$ cat config.mk
export PLATFORM = sky130hd
export DESIGN_NAME = pvbu_sqrt
export DESIGN_NICKNAME = d
export VERILOG_FILES = /design/src/hw/rtl/pvbu_pkg.sv /design/src/hw/rtl/pvbu_sqrt.sv
export SDC_FILE = /design/constraint.sdc
export NUM_CORES = 2
export LEC_CHECK = 0
export BUFFER_PORTS_ARGS = -buffer_cell sky130_fd_sc_hd__buf_4
export CAP_MARGIN = 20
export CORE_ASPECT_RATIO = 0.6
export CORE_UTILIZATION = 55
export CTS_BUF_LIST = sky130_fd_sc_hd__clkbuf_8
export DETAILED_ROUTE_END_ITERATION = 6
export GPL_TIMING_DRIVEN = 0
export PLACE_DENSITY = 0.71
export SYNTH_ARGS = -nofsm -noshare
export SYNTH_HDL_FRONTEND = slang
export SYNTH_MEMORY_MAX_BITS = 65536
export SYNTH_SLANG_ARGS = --single-unit
$ cat constraint.sdc
create_clock -name clock -period 4.4 [get_ports clock]
set_clock_uncertainty 0.2 [all_clocks]
set_input_delay 0.22 -clock clock [delete_from_list [all_inputs] [get_ports clock]]
set_output_delay 0.22 -clock clock [all_outputs]
set_load 0.05 [all_outputs]
$ cat src/hw/rtl/pvbu_pkg.sv
// Shared constants and control types of the phase vocoder bin update unit.
`default_nettype none
package pvbu_pkg;
   // Configuration and index widths.
   localparam int LEN_W = 17;
   localparam int BIN_W = 16;
   localparam logic [LEN_W-1:0] LEN_RESET = 17'd1024;

   // Fixed-point layout of the unit phasor and the normalized reference.
   localparam int Q_FRAC = 30;
   localparam int NORM_W = Q_FRAC;
   localparam int NORM_TOP = Q_FRAC - 1;
   localparam int ROOT_W = Q_FRAC + 1;
   localparam int RAD_W = 2 * ROOT_W;
   localparam int QUO_W = Q_FRAC + 1;
   localparam int NUM_W = 2 * Q_FRAC + 1;

   // Flags that follow the reference phasor: signs of its parts and zero.
   localparam int FLG_W = 3;

   // Pipeline control handed to every section.
   typedef struct packed {
      logic adv;
      logic valid;
   } pipe_ctl_type;
endpackage
`default_nettype wire

$ cat src/hw/rtl/pvbu_sqrt.sv
// Integer square root, one result bit per pipeline stage.
`default_nettype none
module pvbu_sqrt
   import pvbu_pkg::*;
#(
   parameter int TAG_W = 8
) (
   input  wire logic                 clock,
   input  wire logic                 reset,
   input  wire pipe_ctl_type         ctl_in,
   input  wire logic [RAD_W-1:0]     rad_in,
   input  wire logic [TAG_W-1:0]     tag_in,
   output logic                      valid_out,
   output logic [ROOT_W-1:0]         root_out,
   output logic [TAG_W-1:0]          tag_out
);
   localparam int REM_W = ROOT_W + 3;

   logic [ROOT_W-1:0] vld_ff, vld_in;
   logic [RAD_W-1:0]  rad_ff [ROOT_W];
   logic [RAD_W-1:0]  rad_in_s [ROOT_W];
   logic [REM_W-1:0]  rem_ff [ROOT_W];
   logic [REM_W-1:0]  rem_in [ROOT_W];
   logic [ROOT_W-1:0] root_ff [ROOT_W];
   logic [ROOT_W-1:0] root_in [ROOT_W];
   logic [TAG_W-1:0]  tag_ff [ROOT_W];
   logic [TAG_W-1:0]  tag_in_s [ROOT_W];

   // One restoring step per stage: bring down two radicand bits, try a one.
   always_comb begin
      for (int s = 0; s < ROOT_W; s++) begin
         logic [RAD_W-1:0] rad_p;
         logic [REM_W-1:0] rem_p, remx, trial;
         logic [ROOT_W-1:0] root_p;
         if (s == 0) begin
            rad_p = rad_in;
            rem_p = '0;
            root_p = '0;
            tag_in_s[s] = tag_in;
            vld_in[s] = ctl_in.valid;
         end else begin
            rad_p = rad_ff[s-1];
            rem_p = rem_ff[s-1];
            root_p = root_ff[s-1];
            tag_in_s[s] = tag_ff[s-1];
            vld_in[s] = vld_ff[s-1];
         end
         remx = {rem_p[REM_W-3:0], rad_p[RAD_W-1:RAD_W-2]};
         trial = {1'b0, root_p, 2'b01};
         if (remx >= trial) begin
            rem_in[s] = remx - trial;
            root_in[s] = {root_p[ROOT_W-2:0], 1'b1};
         end else begin
            rem_in[s] = remx;
            root_in[s] = {root_p[ROOT_W-2:0], 1'b0};
         end
         rad_in_s[s] = rad_p << 2;
      end
   end

   always_ff @(posedge clock) begin
      if (reset) begin
         vld_ff <= '0;
      end else if (ctl_in.adv) begin
         vld_ff <= vld_in;
      end
   end

   always_ff @(posedge clock) begin
      if (ctl_in.adv) begin
         for (int s = 0; s < ROOT_W; s++) begin
            rad_ff[s] <= rad_in_s[s];
            rem_ff[s] <= rem_in[s];
            root_ff[s] <= root_in[s];
            tag_ff[s] <= tag_in_s[s];
         end
      end
   end

   assign valid_out = vld_ff[ROOT_W-1];
   assign root_out = root_ff[ROOT_W-1];
   assign tag_out = tag_ff[ROOT_W-1];
endmodule
`default_nettype wire

==> results.py <==
metrics = {
    "die": {
        "io_pins": 114,
        "die_w_um": 597,
        "core_region_area_um2": 210000,
        "die_area_um2": 215000,
        "initial_core_util_pct": 55.6,
        "chipHeight_um": 359,
        "rows": 130,
    },
    "drt": {
        "drt_iter0_markers": 6677,
        "wl_met3_mm": 15.5,
        "postRouteWirelength_mm": 244,
        "wl_met1_mm": 124,
        "num_vias": 70100,
        "final_antenna_net_count": 0,
        "dr_wl_met2_mm": 101,
        "routed.top_layer": "met4",
        "drc_errors": 0,
        "via_per_inst": 5.60,
        "first_pass_iters": 6,
        "routedWlPerCell_um": 19.6,
    },
    "status": {
        "status": "complete, no violations",
    },
    "setup_path": {
        "worstPathRequired_ns": 4.73,
        "path_cells": "inv_1 > ha_1 > nor2b_1 > o31a_1 > o31a_1 > o211ai_1 > a31oi_1 > a41oi_4 > clkbuf_1 > o21ai_0",
        "worstPathArrival_ns": 4.67,
        "crit_type": "register to register",
        "cp-end-kind": "register",
        "cpMaxStageDelayCell": "a41oi_4",
        "crit_fanout": 10,
        "cp_common_cell": "o31a_1",
        "critPathLaunchType": "register",
        "cp_slowest_stage_delay_ns": 0.53,
    },
    "synthesis": {
        "synth_nets": 9328,
        "ys_seq_elements": 2618,
        "synth_edf_count": 2587,
        "syn_inst": 8726,
        "synth-async-reset-ratio_pct": 0,
        "synth-seq-area-share_pct": 66.9,
        "synth_top_flop_cell": "edfxtp_1",
        "syn_avg_cell_area_um2": 13.4,
        "yosysWarnings": 0,
        "yosysTopAreaCell": "edfxtp_1",
        "netlist.area_leader.share_pct": 66.4,
        "syn_area_um2": 117000,
        "synth.distinct_cells": 87,
        "synth.area.top_cells": "edfxtp_1 66%, ha_1 5.6%, xnor2_1 2.8%, xor2_1 2.7%, inv_1 2.2%",
    },
    "place": {
        "io_buffers": 113,
        "hpwl_mm": 171,
        "place_congestion": 0.892,
        "pre_cts_ws_ns": -1.18,
    },
    "sta": {
        "slew_violations": 0,
        "whs_ns": 0.142,
        "worstMarginPinSlew_ns": 1.19,
        "finalSetupViolations": 0,
        "post-route-min-period_ns": 4.35,
        "fin_setup_tns_ns": 0,
        "clock.fmax_ghz": 0.230,
        "final_hold_viol_count": 0,
        "fin_ws_ns": 0.0542,
        "finalCritPeriodShare_pct": 98.8,
        "worst_slew_margin_rel_pct": 20.6,
    },
    "clock_tree": {
        "clockRootBuffer": "clkbuf_8",
        "cts.reportedPaths.clkPinSlew_ns": 0.07,
        "numCtsBuffers": 377,
        "clock_latency_ns": 0.97,
        "clkSinkCount": 2618,
        "htreeDepth": 5,
        "cts_tree": "built",
        "clockBufferDepth": 4,
    },
    "layout": {
        "final_cell_mix": "2587 x edfxtp_1, 796 x inv_1, 637 x nand2_1",
        "final.fill_count": 16000,
        "layout_commonest_cell": "edfxtp_1",
        "synthToLayoutAreaGrowth_pct": 11.6,
        "nNetsFinal": 9994,
        "post-route-util_pct": 62.0,
        "drive_above_1_share_pct": 8.48,
    },
    "pwr": {
        "p_leak_nw": 49.9,
        "peakVddDrop_uv": 349,
        "p_total_mw": 64.6,
        "powerDensity_nw_per_um2": 495,
    },
    "global_route": {
        "antenna_found_initial": 9,
        "grtUsageTotal_pct": 22.5,
        "grt_pass1_wl_mm": 380,
        "grt_pass1_vias": 67400,
        "grt_start_max_net_pins": 210,
        "grt.overflow.total": 0,
    },
    "run": {
        "drv_cap": 0,
    },
    "min_path": {
        "holdCritPathClass": "input pin to register",
    },
}
[worst max-delay path: cells and delay by family, from the launching register on]
| family | cells | cell delay, ns |
|---|---|---|
| compound gates | 6 | 2.17 |
| flops | 1 | 0.46 |
| simple gates | 1 | 0.17 |
| buf+inv | 2 | 0.60 |
| fa+ha+maj | 1 | 0.33 |
[what timing repair did]
item                       in CTS  in global routing
resized for setup              43                 55
setup buffers                   0                  8
hold endpoints to repair      330                  0
pin swaps                       1                  5
hold buffers                  146                  0
setup endpoints to repair     178                267
[power breakdown]
group	internal (mW)	leakage (nW)	switching, mW
sequential	31.2	25.2	1.88
combinational	5.26	20.8	8.14
clock	9.03	3.89	9.07
[cell usage after synthesis (10+ instances only)]
library cell,instances
nand2b_1,125
nand4b_1,12
o21ai_0,475
or4_1,38
nor4_1,100
nand4_1,92
xor2_1,367
o21a_1,110
nor4b_1,21
ha_1,528
nor3_1,206
a211o_1,19
and4_1,10
nor3b_1,13
nand2_1,637
nand3_1,128
o211ai_1,28
or2_2,32
clkbuf_1,143
o21ai_1,21
xnor2_1,374
edfxtp_1,2587
a2111oi_0,15
o2111ai_1,14
a21oi_1,464
nand3b_1,32
dfxtp_1,31
and3_1,43
inv_1,687
a21o_1,206
a41oi_1,12
buf_4,39
mux2i_1,36
and2_1,35
a31oi_1,42
a211oi_1,42
or3_1,77
o21bai_1,57
a21boi_0,19
nor2_1,479
nor2b_1,69
o31ai_1,75
mux2_2,42
[routing by layer]
layer  GRT usage [%]  up-vias
met5               0        -
met4            5.33        0
met3            3.67      328
met2            31.4     2072
met1            36.4    34100
li1                -    33600
[flip-flops by register name (all words and copies together), names as in the netlist]
| register | count |
|---|---|
| tag_ff | 248 |
| vld_ff | 31 |
| root_ff | 496 |
| rad_ff | 930 |
| rem_ff | 913 |
[stage by stage]
stage	std cells	instance area (um2)
2_1_floorplan	8726	117000
3_3_place_gp	11700	121000
3_5_place_dp	11700	122000
4_1_cts	12500	130000
5_1_grt	12500	130000
6_report	12500	130000
[final timing paths]
path / cells after the start / end / startpoint / slack (ns)
setup reg to reg: 10 / rem_ff[1][223] / root_ff[1][155] / 0.05
setup / recovery: 10 / rem_ff[1][223] / root_ff[1][155] / 0.05
hold / removal: 4 / vld_ff[16] / reset / 0.14
hold reg to reg: 0 / rad_ff[0][589] / rad_ff[0][527] / 0.19
[cell type report]
| class | count | area [um2] | area share (%) |
|---|---|---|---|
| clock inverter | 263 | 1580 | 1.21 |
| multi-input combinational | 5223 | 35400 | 27.1 |
| timing repair buffer | 289 | 2830 | 2.17 |
| sequential | 2618 | 78300 | 60.0 |
| antenna | 3 | 7.51 | 0.00575 |
| clock buffer | 385 | 5300 | 4.06 |
| tap | 2838 | 3550 | 2.72 |
| inverter | 692 | 2600 | 1.99 |
| buffer | 191 | 923 | 0.708 |
[logic make-up after synthesis]
| kind of cell | Yosys count | share of synthesized area, % |
|---|---|---|
| AO/OA/AOI/OAI | 1695 | 8.98 |
| XOR/XNOR | 741 | 5.55 |
| adder cells (fa/ha/maj) | 528 | 5.65 |
| buffers and inverters | 885 | 2.97 |
| flip-flops | 2618 | 66.9 |
| multiplexers | 80 | 0.732 |
| other | 1 | 0.00321 |
| AND/OR/NAND/NOR | 2178 | 9.17 |
(Power assumes the default switching activity.)
